[src/gpd_pkg.sv]
// ============================================================================
// gpd_pkg : shared types, constants and decode helpers
// Frame and result types for the gamepad serial frame decoder, plus the
// button decode used when a frame's checksum matches.
// ============================================================================
package gpd_pkg;

    localparam int unsigned FRAME_LEN = 8;
    localparam int unsigned POS_W     = 4;   // holds 0 .. FRAME_LEN
    localparam int unsigned BTN_W     = 14;
    localparam int unsigned NUM_STICK = 4;
    localparam int unsigned SUM_W     = 7;

    localparam logic [7:0]       START_MARK = 8'h80;
    localparam logic [SUM_W-1:0] SUM_MASK   = 7'h7F;
    localparam logic [7:0]       STICK_REST = 8'd64;

    // frame positions with a role of their own
    localparam logic [POS_W-1:0] POS_BTN_HI   = 4'd1;
    localparam logic [POS_W-1:0] POS_LAST_SUM = 4'd6;
    localparam logic [POS_W-1:0] POS_CHECK    = 4'd7;
    localparam logic [POS_W-1:0] POS_FULL     = 4'd8;

    typedef enum logic {
        OP_BYTE = 1'b0,
        OP_TICK = 1'b1
    } opcode_t;

    typedef struct packed {
        opcode_t    opcode;
        logic [7:0] data_byte;
    } item_t;

    typedef struct packed {
        logic [BTN_W-1:0] buttons;
        logic [7:0]       left_horizontal;
        logic [7:0]       left_vertical;
        logic [7:0]       right_horizontal;
        logic [7:0]       right_vertical;
        logic             frame_accepted;
        logic             timed_out;
    } result_t;

    // b1 carries square and the shoulder buttons, b2 the d-pad and symbols;
    // both bits of a d-pad pair set means start (vertical) or select (horizontal)
    function automatic logic [BTN_W-1:0] decode_buttons(input logic [7:0] b1,
                                                        input logic [7:0] b2);
        logic [BTN_W-1:0] bits;
        bits = '0;
        if (b2[1:0] == 2'b11)
            bits[12] = 1'b1;
        else if (b2[0])
            bits[0] = 1'b1;
        else if (b2[1])
            bits[1] = 1'b1;
        if (b2[3:2] == 2'b11)
            bits[13] = 1'b1;
        else if (b2[2])
            bits[2] = 1'b1;
        else if (b2[3])
            bits[3] = 1'b1;
        bits[4]  = b2[4];
        bits[5]  = b2[5];
        bits[6]  = b2[6];
        bits[7]  = b1[0];
        bits[8]  = b1[1];
        bits[9]  = b1[2];
        bits[10] = b1[3];
        bits[11] = b1[4];
        return bits;
    endfunction

endpackage

[src/gpd_in_stage.sv]
// ============================================================================
// gpd_in_stage : input register
// Captures one transfer from the input channel and holds it until the
// frame core consumes it.
// ============================================================================
module gpd_in_stage (
    input  logic           clk,
    input  logic           rst_n,
    input  logic           in_valid,
    output logic           in_ready,
    input  gpd_pkg::item_t in_item,
    input  logic           take,
    output logic           item_valid,
    output gpd_pkg::item_t item
);
    import gpd_pkg::*;

    logic  valid_reg;
    logic  valid_next;
    item_t item_reg;

    assign in_ready   = !valid_reg || take;
    assign valid_next = in_ready ? in_valid : valid_reg;

    always_ff @(posedge clk or negedge rst_n)
    begin
        if (!rst_n)
        begin
            valid_reg <= 1'b0;
        end
        else
        begin
            valid_reg <= valid_next;
        end
    end

    always_ff @(posedge clk)
    begin
        if (in_valid && in_ready)
        begin
            item_reg <= in_item;
        end
    end

    assign item_valid = valid_reg;
    assign item       = item_reg;

endmodule

[src/gpd_frame_core.sv]
// ============================================================================
// gpd_frame_core : frame tracking, checksum and held controller state
// Updates position, running checksum, stored bytes and held state for
// one item per cycle while step is high, and forms that item's result.
// ============================================================================
module gpd_frame_core (
    input  logic             clk,
    input  logic             rst_n,
    input  logic             step,
    input  gpd_pkg::item_t   item,
    output gpd_pkg::result_t result
);
    import gpd_pkg::*;

    logic [POS_W-1:0] pos_reg;
    logic [POS_W-1:0] pos_next;
    logic [SUM_W-1:0] sum_reg;
    logic [SUM_W-1:0] sum_next;
    logic             armed_reg;
    logic             armed_next;
    logic [BTN_W-1:0] buttons_reg;
    logic [BTN_W-1:0] buttons_next;
    logic [7:0]       stick_reg  [NUM_STICK];
    logic [7:0]       stick_next [NUM_STICK];
    logic [7:0]       frame_reg  [1:6];

    logic             is_byte;
    logic [POS_W-1:0] pos_eff;
    logic             store;
    logic             match;
    logic             expire;

    assign is_byte = (item.opcode == OP_BYTE);
    assign pos_eff = (item.data_byte == START_MARK) ? '0 : pos_reg;
    assign store   = is_byte && (pos_eff < POS_FULL);
    assign match   = store && (pos_eff == POS_CHECK)
                     && (item.data_byte == {1'b0, sum_reg});
    assign expire  = !is_byte && armed_reg;

    always_comb
    begin
        pos_next     = pos_reg;
        sum_next     = sum_reg;
        armed_next   = armed_reg;
        buttons_next = buttons_reg;
        for (int k = 0; k < NUM_STICK; k++)
        begin
            stick_next[k] = stick_reg[k];
        end
        if (is_byte)
        begin
            pos_next = store ? pos_eff + POS_W'(1) : pos_eff;
        end
        // running 7-bit checksum over bytes 1 to 6
        if (store && pos_eff == POS_BTN_HI)
        begin
            sum_next = item.data_byte[SUM_W-1:0];
        end
        else if (store && pos_eff > POS_BTN_HI && pos_eff <= POS_LAST_SUM)
        begin
            sum_next = (sum_reg + item.data_byte[SUM_W-1:0]) & SUM_MASK;
        end
        if (match)
        begin
            armed_next    = 1'b0;
            buttons_next  = decode_buttons(frame_reg[1], frame_reg[2]);
            stick_next[0] = frame_reg[3];
            stick_next[1] = frame_reg[4];
            stick_next[2] = frame_reg[5];
            stick_next[3] = frame_reg[6];
        end
        else if (!is_byte)
        begin
            armed_next = 1'b1;
            if (expire)
            begin
                buttons_next = '0;
                for (int k = 0; k < NUM_STICK; k++)
                begin
                    stick_next[k] = STICK_REST;
                end
            end
        end
    end

    always_ff @(posedge clk or negedge rst_n)
    begin
        if (!rst_n)
        begin
            pos_reg     <= '0;
            sum_reg     <= '0;
            armed_reg   <= 1'b0;
            buttons_reg <= '0;
            for (int k = 0; k < NUM_STICK; k++)
            begin
                stick_reg[k] <= STICK_REST;
            end
        end
        else if (step)
        begin
            pos_reg     <= pos_next;
            sum_reg     <= sum_next;
            armed_reg   <= armed_next;
            buttons_reg <= buttons_next;
            for (int k = 0; k < NUM_STICK; k++)
            begin
                stick_reg[k] <= stick_next[k];
            end
        end
    end

    // bytes 0 and 7 are never read back, so only 1 to 6 are kept
    for (genvar i = 1; i <= 6; i++)
    begin : g_frame
        always_ff @(posedge clk)
        begin
            if (step && store && pos_eff == POS_W'(i))
            begin
                frame_reg[i] <= item.data_byte;
            end
        end
    end

    always_comb
    begin
        result.buttons          = buttons_next;
        result.left_horizontal  = stick_next[0];
        result.left_vertical    = stick_next[1];
        result.right_horizontal = stick_next[2];
        result.right_vertical   = stick_next[3];
        result.frame_accepted   = match;
        result.timed_out        = expire;
    end

    a_pos_range: assert property (@(posedge clk) disable iff (!rst_n)
        pos_reg <= POS_FULL)
        else $error("frame position beyond full frame");

    a_match_effect: assert property (@(posedge clk) disable iff (!rst_n)
        step && match |=> !armed_reg && pos_reg == POS_FULL)
        else $error("matched frame did not disarm timeout or finish frame");

    a_expire_clear: assert property (@(posedge clk) disable iff (!rst_n)
        step && expire |=> armed_reg && buttons_reg == '0
                           && stick_reg[0] == STICK_REST)
        else $error("timeout did not clear held state");

    a_tick_holds_frame: assert property (@(posedge clk) disable iff (!rst_n)
        step && !is_byte |=> $stable(pos_reg) && $stable(sum_reg))
        else $error("tick disturbed frame tracking");

endmodule

[src/gpd_out_stage.sv]
// ============================================================================
// gpd_out_stage : result register
// Holds one finished result until the output channel takes it.
// ============================================================================
module gpd_out_stage (
    input  logic             clk,
    input  logic             rst_n,
    input  logic             load,
    output logic             can_load,
    input  gpd_pkg::result_t result_in,
    output logic             out_valid,
    input  logic             out_ready,
    output gpd_pkg::result_t result_out
);
    import gpd_pkg::*;

    logic    valid_reg;
    logic    valid_next;
    result_t result_reg;

    assign can_load   = !valid_reg || out_ready;
    assign valid_next = can_load ? load : valid_reg;

    always_ff @(posedge clk or negedge rst_n)
    begin
        if (!rst_n)
        begin
            valid_reg <= 1'b0;
        end
        else
        begin
            valid_reg <= valid_next;
        end
    end

    always_ff @(posedge clk)
    begin
        if (load && can_load)
        begin
            result_reg <= result_in;
        end
    end

    assign out_valid  = valid_reg;
    assign result_out = result_reg;

endmodule

[src/gamepad_serial_frame_decoder.sv]
// ============================================================================
// gamepad_serial_frame_decoder : 8-byte gamepad frame decoder
// Path: an input transfer is captured in the input register; the frame core
// then forms its result, which is held in the result register until taken.
// Throughput: one item per cycle unless out_ready stalls the result register;
// input register -> frame core -> result register, the core stepping on take.
// Reset (rst_n low, asynchronous): both stages empty, frame position 0,
// timeout disarmed, buttons 0 and all sticks at rest (64).
// ============================================================================
module gamepad_serial_frame_decoder (
    input  logic        clk,
    input  logic        rst_n,
    input  logic        in_valid,
    output logic        in_ready,
    input  logic        opcode,
    input  logic [7:0]  data_byte,
    output logic        out_valid,
    input  logic        out_ready,
    output logic [13:0] buttons,
    output logic [7:0]  left_horizontal,
    output logic [7:0]  left_vertical,
    output logic [7:0]  right_horizontal,
    output logic [7:0]  right_vertical,
    output logic        frame_accepted,
    output logic        timed_out
);
    import gpd_pkg::*;

    item_t   in_item;
    item_t   item;
    logic    item_valid;
    logic    can_load;
    logic    take;
    result_t core_result;
    result_t result;

    // pack the input ports into one item
    assign in_item.opcode    = opcode_t'(opcode);
    assign in_item.data_byte = data_byte;

    // advance the held item into the core whenever the result register has
    // room: it is either empty or its transfer completes this cycle
    assign take = item_valid && can_load;

    gpd_in_stage u_in_stage (
        .clk        (clk),
        .rst_n      (rst_n),
        .in_valid   (in_valid),
        .in_ready   (in_ready),
        .in_item    (in_item),
        .take       (take),
        .item_valid (item_valid),
        .item       (item)
    );

    // frame state moves only on the cycle its item advances
    gpd_frame_core u_core (
        .clk    (clk),
        .rst_n  (rst_n),
        .step   (take),
        .item   (item),
        .result (core_result)
    );

    gpd_out_stage u_out_stage (
        .clk        (clk),
        .rst_n      (rst_n),
        .load       (take),
        .can_load   (can_load),
        .result_in  (core_result),
        .out_valid  (out_valid),
        .out_ready  (out_ready),
        .result_out (result)
    );

    // unpack the held result onto the output ports
    assign buttons          = result.buttons;
    assign left_horizontal  = result.left_horizontal;
    assign left_vertical    = result.left_vertical;
    assign right_horizontal = result.right_horizontal;
    assign right_vertical   = result.right_vertical;
    assign frame_accepted   = result.frame_accepted;
    assign timed_out        = result.timed_out;

endmodule
[config.mk]
export PLATFORM = sky130hd
export DESIGN_NAME = gamepad_serial_frame_decoder
export DESIGN_NICKNAME = d
export VERILOG_FILES = /design/src/gpd_pkg.sv /design/src/gpd_in_stage.sv /design/src/gpd_frame_core.sv /design/src/gpd_out_stage.sv /design/src/gamepad_serial_frame_decoder.sv
export SDC_FILE = /design/constraint.sdc
export NUM_CORES = 1
export LEC_CHECK = 0
export ABC_AREA = 1
export BUFFER_PORTS_ARGS = -buffer_cell sky130_fd_sc_hd__buf_2
export CORE_MARGIN = 3
export CORE_UTILIZATION = 63
export DETAILED_ROUTE_END_ITERATION = 6
export PLACE_DENSITY = 0.94
export SYNTH_ARGS = -nofsm -noshare
export SYNTH_HDL_FRONTEND = slang
export SYNTH_SLANG_ARGS = --single-unit
[constraint.sdc]
create_clock -name clk -period 7.5 [get_ports clk]
set_input_delay 1.125 -clock clk [delete_from_list [all_inputs] [get_ports clk]]
set_output_delay 1.125 -clock clk [all_outputs]
set_load 0.02 [all_outputs]
==> results of run 1 <==
-- worst register-to-register path: stages (launching register included) --
cell and delay, ns:
edfxtp_1 0.64, inv_1 0.11, nand2_1 0.09, nor2_1 0.06, nand2_2 0.18, inv_1 0.10, nor2_1 0.30, ha_1 0.28
nand2_1 0.07, nor3_1 0.13, nand3_1 0.19, nor2_4 0.14, buf_4 0.63, nand2_1 0.19, o21ai_1 0.20, nand2_1 0.13
nand2_1 0.16
-- power by group --
group	internal (mW)	leakage, nW	switching, mW
clock	0.504	0.265	0.337
combinational	0.0598	1.49	0.159
sequential	1.01	1.77	0.0295
total	1.57	3.52	0.526
-- cell usage after synthesis, drive strengths merged --
| cell type | instances |
|---|---|
| ha | 11 |
| buf | 11 |
| inv | 44 |
| nor3 | 3 |
| dfstp | 4 |
| fa | 1 |
| a21oi | 5 |
| o21ai | 42 |
| nand4 | 3 |
| nor2 | 24 |
| edfxtp | 101 |
| nand3b | 5 |
| dfrtp | 56 |
| xor2 | 2 |
| xnor2 | 2 |
| a2bb2oi | 1 |
| clkinv | 1 |
| nand3 | 25 |
| or2 | 1 |
| and2 | 5 |
| clkbuf | 12 |
| nand2 | 300 |
| o22ai | 1 |
-- stage by stage --
stage | std cells | setup slack [ns] | power [mW]
2_1_floorplan | 660 | 4.117 | 1.193
3_3_place_gp | 840 | 4.270 | 1.256
3_5_place_dp | 840 | 4.110 | 1.268
4_1_cts | 872 | 3.925 | 2.099
5_1_grt | 872 | 3.627 | 2.169
6_report | 872 | 3.823 | 2.099
-- how the worst max path moves through the flow --
stage / from / to / slack, ns
global placement: u_in_stage.item[1] / u_out_stage.result_out[8] / 4.27
finish: u_in_stage.item[0] / u_core.buttons_reg[11] / 3.82
global route: u_in_stage.item[1] / u_core.buttons_reg[11] / 3.63
floorplan: out_ready / u_out_stage.result_out[0] / 4.12
detailed placement: u_in_stage.item[0] / u_out_stage.result_out[32] / 4.11
CTS: u_in_stage.item[1] / u_core.buttons_reg[11] / 3.93
-- per-layer routing --
metal | part of all wire | global-route usage | wire [um] | vias to the layer above
met4 | 0.036 | 0.1309 | 561 | 0
met1 | 0.37 | 0.3509 | 5792 | 2378
li1 | - | - | - | 2267
met3 | 0.079 | 0.06694 | 1254 | 60
met2 | 0.52 | 0.4852 | 8165 | 334
met5 | 0 | 0 | 0 | -
-- area by class of cell --
cell class | count | area share
multi-input cells | 431 | 0.2504
flip-flops and latches | 161 | 0.5873
well taps | 136 | 0.02202
clock inverters | 11 | 0.01781
clock buffers | 21 | 0.05553
repair buffers | 67 | 0.04501
inverters | 45 | 0.02186
-- logic make-up (layout without fill, tap and decap cells) --
group	Yosys count	count (layout)	synth area share
buffers and inverters	68	144	0.04149
AOI/OAI and AO/OA	49	49	0.03704
and+or+nand+nor	366	366	0.2210
adders and majority gates	12	12	0.02334
DFF	161	161	0.6720
xor gates and xnor gates	4	4	0.005187
==> impl_metrics.csv, run 1 <==
group,metric,value,unit
outcome,status,"completed",
floorplanning,die_h,109.6,um
setup_path,cpPeakStageDelay,0.64,ns
synthesis,yosysWarnings,0,
placement,port-buffer-count,62,
setup_path,reg2reg_setup_slack,3.82,ns
setup_path,path_cells,"inv_1, nand2_1, nor2_1, nand2_2, inv_1, nor2_1, ha_1, nand2_1, nor3_1, nand3_1, nor2_4, buf_4, nand2_1, o21ai_1, nand2_1, nand2_1",
synthesis,avgSynthCellArea,10.24,um^2
route,drtAntennaViolNets,0,
synthesis,ys_seq_area_frac,0.6720,
sta,worst_pin_slew,1.097,ns
cts,cts-root-buf,"clkbuf_8",
cts,cts_tree,"yes",
cts,htree_num_levels,4,
sta,drv_slew,0,
floorplanning,core,10370,um^2
setup_path,endpoint_kind,"register",
cells_and_area,largest_reg_flops,48,
setup_path,cpLargestDelayFamily,"simple AND/OR/NAND/NOR gates",
synthesis,ys_types,33,
worst_hold_path,hp-class,"reg2reg",
route,drc,0,
placement,dp_hpwl,9263,um
grt,grt_antenna_before_repair,0,
sta,clock_skew,0.008726,ns
pwr,p_leak,3.524,nW
setup_path,crit_path_top_delay_cell,"edfxtp_1",
synthesis,synth-seq-cells,161,
cts,post_cts_resize_count,0,
grt,first_global_vias,4901,
cts,post_cts_buffers,0,
sta,clock.fmax,271.9,MHz
floorplanning,start_util,0.6514,
cells_and_area,drive_gt1_frac,0.1467,
cells_and_area,multi_input_area,1936,um^2
pwr,ir_drop,0.2074,mV
setup_path,cpMostUsedCell,"nand2_1",
sta,hold_violations,0,
placement,finalWeightedCongestion,0.9735,
route,firstDrtPassIters,7,
cells_and_area,fill_cells,642,
cells_and_area,synthToLayoutAreaGrowth,14.41,%
sta,fin_tns_setup,0,ns
synthesis,synth_top_cell_area_share,0.4490,
route,first_iter_violations,494,
route,wl_per_cell,18.09,um
grt,grt_pass1_wl,25270,um
cells_and_area,antenna_cells,0,
floorplanning,io_pins,63,
worst_hold_path,min_path_cells,2,
placement,dpl_cell_area,7162,um^2
pwr,power_density,271.6,nW/um^2
synthesis,mappedNetlistArea,6755,um^2
setup_path,critPathKind,"reg2reg",
cells_and_area,final_cell_area,7729,um^2
sta,final-setup-viol-count,0,
cts,clock-sinks,161,
cells_and_area,layout_common_cells,"296 x nand2_1, 101 x edfxtp_1, 62 x buf_2",
grt,grt_usage,0.2864,
floorplanning,num_rows,37,
cells_and_area,layout_commonest_cell,"nand2_1",
cts,ctsHoldBuffers,0,
cts,cts_buffers,17,
sta,period_minus_slack,3.677,ns
synthesis,synth_area_leaders,"edfxtp_1 45%, dfrtp_1 21%, nand2_1 16%",
setup_path,worstReg2RegEnd,"u_core.buttons_reg[11]",
floorplanning,fp.dieArea,12000,um^2
synthesis,yosys.area.top_type,"edfxtp_1",
setup_path,crit_required,7.96,ns
setup_path,r2r-start,"u_in_stage.item[0]",
worst_hold_path,min_to,"u_core.stick_reg[30]",
cts,clk_path_buf_depth,2,
cts,clkSlewWorstSetupHoldPaths,0.06,ns
cells_and_area,final_core_util,0.7453,
grt,grt-ovfl-total,0,
synthesis,synthCells,660,
sta,rsz0062_at_grt,"no",
setup_path,crit_path_start_kind,"register",
cells_and_area,seqCellArea,4539,um^2
setup_path,path_buf_inv,3,
route,via_count,5039,
worst_hold_path,hold_start,"u_core.stick_reg[30]",
synthesis,synth_fp_nets,685,
setup_path,critical_path_arrival,4.14,ns
route,drt-total-wl,15780,um
grt,grt_max_degree,82,
cts,insertion_delay,0.54,ns
cells_and_area,nNetsFinal,748,
job,maxCapViolCount,0,
route,post_drt_via_cell_ratio,5.779,
setup_path,cp_num_cells,16,
sta,whs,0.4704,ns
sta,min_period_over_period,0.4903,
sta,relSlewSlack,0.2630,
setup_path,r2r_cells,16,
setup_path,path_max_fanout,81,
floorplanning,die_w,109.6,um
No activity file was read; power rests on OpenSTA's default activity.
==> run 2: changes to the inputs <==
--- a/config.mk
+++ b/config.mk
@@ -8,9 +8,9 @@
 export ABC_AREA = 1
 export BUFFER_PORTS_ARGS = -buffer_cell sky130_fd_sc_hd__buf_2
 export CORE_MARGIN = 3
-export CORE_UTILIZATION = 63
+export CORE_UTILIZATION = 59
 export DETAILED_ROUTE_END_ITERATION = 6
-export PLACE_DENSITY = 0.94
+export PLACE_DENSITY = 0.89
 export SYNTH_ARGS = -nofsm -noshare
 export SYNTH_HDL_FRONTEND = slang
 export SYNTH_SLANG_ARGS = --single-unit
==> constraint.sdc (replaced) <==
create_clock -name clk -period 3.7 [get_ports clk]
set_input_delay 0.555 -clock clk [delete_from_list [all_inputs] [get_ports clk]]
set_output_delay 0.555 -clock clk [all_outputs]
set_load 0.02 [all_outputs]
==> impl_metrics.csv, run 2 (same netlist as run 1, synthesis figures left out) <==
group,metric,value,unit
outcome,status,"completed",
sta,drv_slew,0,
floorplanning,start_util,0.6124,
setup_path,endpoint_kind,"register",
route,drt-total-wl,14960,um
sta,clock_skew,0.008052,ns
cells_and_area,final_cell_area,7814,um^2
route,via_count,4980,
cells_and_area,drive_gt1_frac,0.1590,
setup_path,critPathKind,"reg2reg",
grt,grt-ovfl-total,0,
worst_hold_path,hp-class,"in2async",
grt,grt_antenna_before_repair,0,
sta,hold_violations,0,
sta,worst_pin_slew,0.8402,ns
cells_and_area,layout_common_cells,"296 x nand2_1, 101 x edfxtp_1, 62 x buf_2",
job,maxCapViolCount,0,
cts,ctsHoldBuffers,0,
pwr,switching_share,0.2450,
cells_and_area,synthToLayoutAreaGrowth,15.67,%
pwr,switching_power,1.057,mW
floorplanning,fp.dieArea,12770,um^2
sta,min_period_over_period,0.8794,
cts,cts_tree,"yes",
cts,post_cts_buffers,0,
sta,fin_tns_setup,0,ns
setup_path,cpMostUsedCell,"nand2_1",
setup_path,path_max_fanout,35,
cells_and_area,seqCellArea,4539,um^2
sta,relSlewSlack,0.4378,
cts,htree_num_levels,4,
cells_and_area,antenna_cells,0,
placement,dpl_cell_area,7212,um^2
sta,clock.fmax,307.3,MHz
pwr,power_frac_comb,0.105,
grt,grt_pass1_wl,24630,um
pwr,power_density,551.9,nW/um^2
setup_path,crit_path_top_delay_cell,"edfxtp_1",
pwr,p_seq_frac,0.486,
placement,port-buffer-count,62,
placement,dp_hpwl,9459,um
floorplanning,io_pins,63,
cts,clkSlewWorstSetupHoldPaths,0.06,ns
setup_path,cpPeakStageDelay,0.55,ns
floorplanning,core,11030,um^2
route,first_iter_violations,520,
setup_path,crit_required,4.06,ns
grt,first_global_vias,4992,
floorplanning,num_rows,38,
floorplanning,die_w,113,um
route,drc,0,
cells_and_area,fill_cells,727,
grt,grt_usage,0.2495,
pwr,intPower,3.256,mW
floorplanning,die_h,113,um
pwr,p_clk_frac,0.409,
setup_path,critical_path_arrival,3.61,ns
route,drtAntennaViolNets,0,
route,post_drt_via_cell_ratio,5.646,
cells_and_area,nNetsFinal,754,
cts,cts_buffers,17,
cts,cts-root-buf,"clkbuf_16",
cells_and_area,layout_commonest_cell,"nand2_1",
pwr,ir_drop,0.4675,mV
cells_and_area,largest_reg_flops,48,
setup_path,crit_path_start_kind,"register",
cts,clk_path_buf_depth,2,
setup_path,path_cells,"inv_1, nand2_1, nor2_1, nand2_2, inv_1, nor2_1, ha_1, nand2_1, nor3_1, nand3_1, nor2_4, buf_4, nand2_1, o21ai_1, nand2_1, nand2_1",
cts,post_cts_resize_count,0,
sta,final-setup-viol-count,0,
placement,finalWeightedCongestion,0.9289,
route,firstDrtPassIters,5,
route,wl_per_cell,16.96,um
cts,insertion_delay,0.42,ns
cts,clock-sinks,161,
pwr,p_leak,3.588,nW
sta,rsz0062_at_grt,"no",
cells_and_area,multi_input_area,1936,um^2
grt,grt_max_degree,51,
sta,period_minus_slack,3.254,ns
[run 2: cell types whose count changed in the layout (fill, tap and decap cells not counted), sizes merged]
cell | previous run | this run
buf | 67 | 73
clkbuf | 21 | 24
clkinvlp | 3 | 0
bufinv | 3 | 2
clkinv | 5 | 6
[run 2: power groups by stage]
stage | logic [mW] | clock network (mW) | registers (mW)
global route | 0.497 | 1.85 | 2.11
global placement | 0.436 | 0 | 2.12
finish | 0.453 | 1.76 | 2.10
floorplan | 0.213 | 0 | 2.21
detailed placement | 0.452 | 0 | 2.13
CTS | 0.455 | 1.77 | 2.10
[run 2: layout make-up]
cell class                 count  area share
sequential                   161      0.5809
multi-input combinational    431      0.2477
clock buffer                  24     0.06421
timing repair buffer          73     0.05028
tap                          140     0.02242
inverter                      45     0.02162
clock inverter                 8     0.01281
[run 2: path summary, 6_finish.rpt]
kind,to,slack (ns),startpoint,cells past startpoint
max in group asynchronous,u_core.stick_reg[27],2.62,rst_n,2
hold / removal,u_core.sum_reg[6],0.16,rst_n,1
hold reg to reg,u_core.stick_reg[14],0.48,u_core.stick_reg[14],2
min in group clk,u_in_stage.item[7],0.31,data_byte[7],1
setup reg to reg,u_core.stick_reg[8],0.45,u_in_stage.item[1],16
setup / recovery,u_core.stick_reg[8],0.45,u_in_stage.item[1],16
[run 2: metal layers]
metal / up-vias / wire length, um / global-route usage
met4: 0 / 371 / 0.09455
met1: 2428 / 5845 / 0.3151
met2: 239 / 7699 / 0.4269
met5: - / 0 / 0
li1: 2278 / - / -
met3: 35 / 1039 / 0.05241
[run 2: worst max-delay path, delay by kind of cell, from the launching register on]
| family | cells | cell delay (ns) |
|---|---|---|
| AOI/OAI and AO/OA | 1 | 0.15 |
| adders and majority gates | 1 | 0.27 |
| buffers and inverters | 3 | 0.62 |
| DFF | 1 | 0.55 |
| and+or+nand+nor | 11 | 1.58 |
[run 2: stage by stage]
stage | cells | hold WS, ns | utilization | setup slack (ns) | power [mW]
CTS | 882 | 0.1736 | 0.7084 | 0.4894 | 4.321
global placement | 850 | 0.4571 | 0.6538 | 0.7394 | 2.559
detailed placement | 850 | 0.4650 | 0.6538 | 0.5700 | 2.582
global route | 882 | 0.1956 | 0.7084 | 0.1620 | 4.457
floorplan | 660 | 0.2594 | - | 0.8869 | 2.418
finish | 882 | 0.1593 | 0.7084 | 0.4463 | 4.312
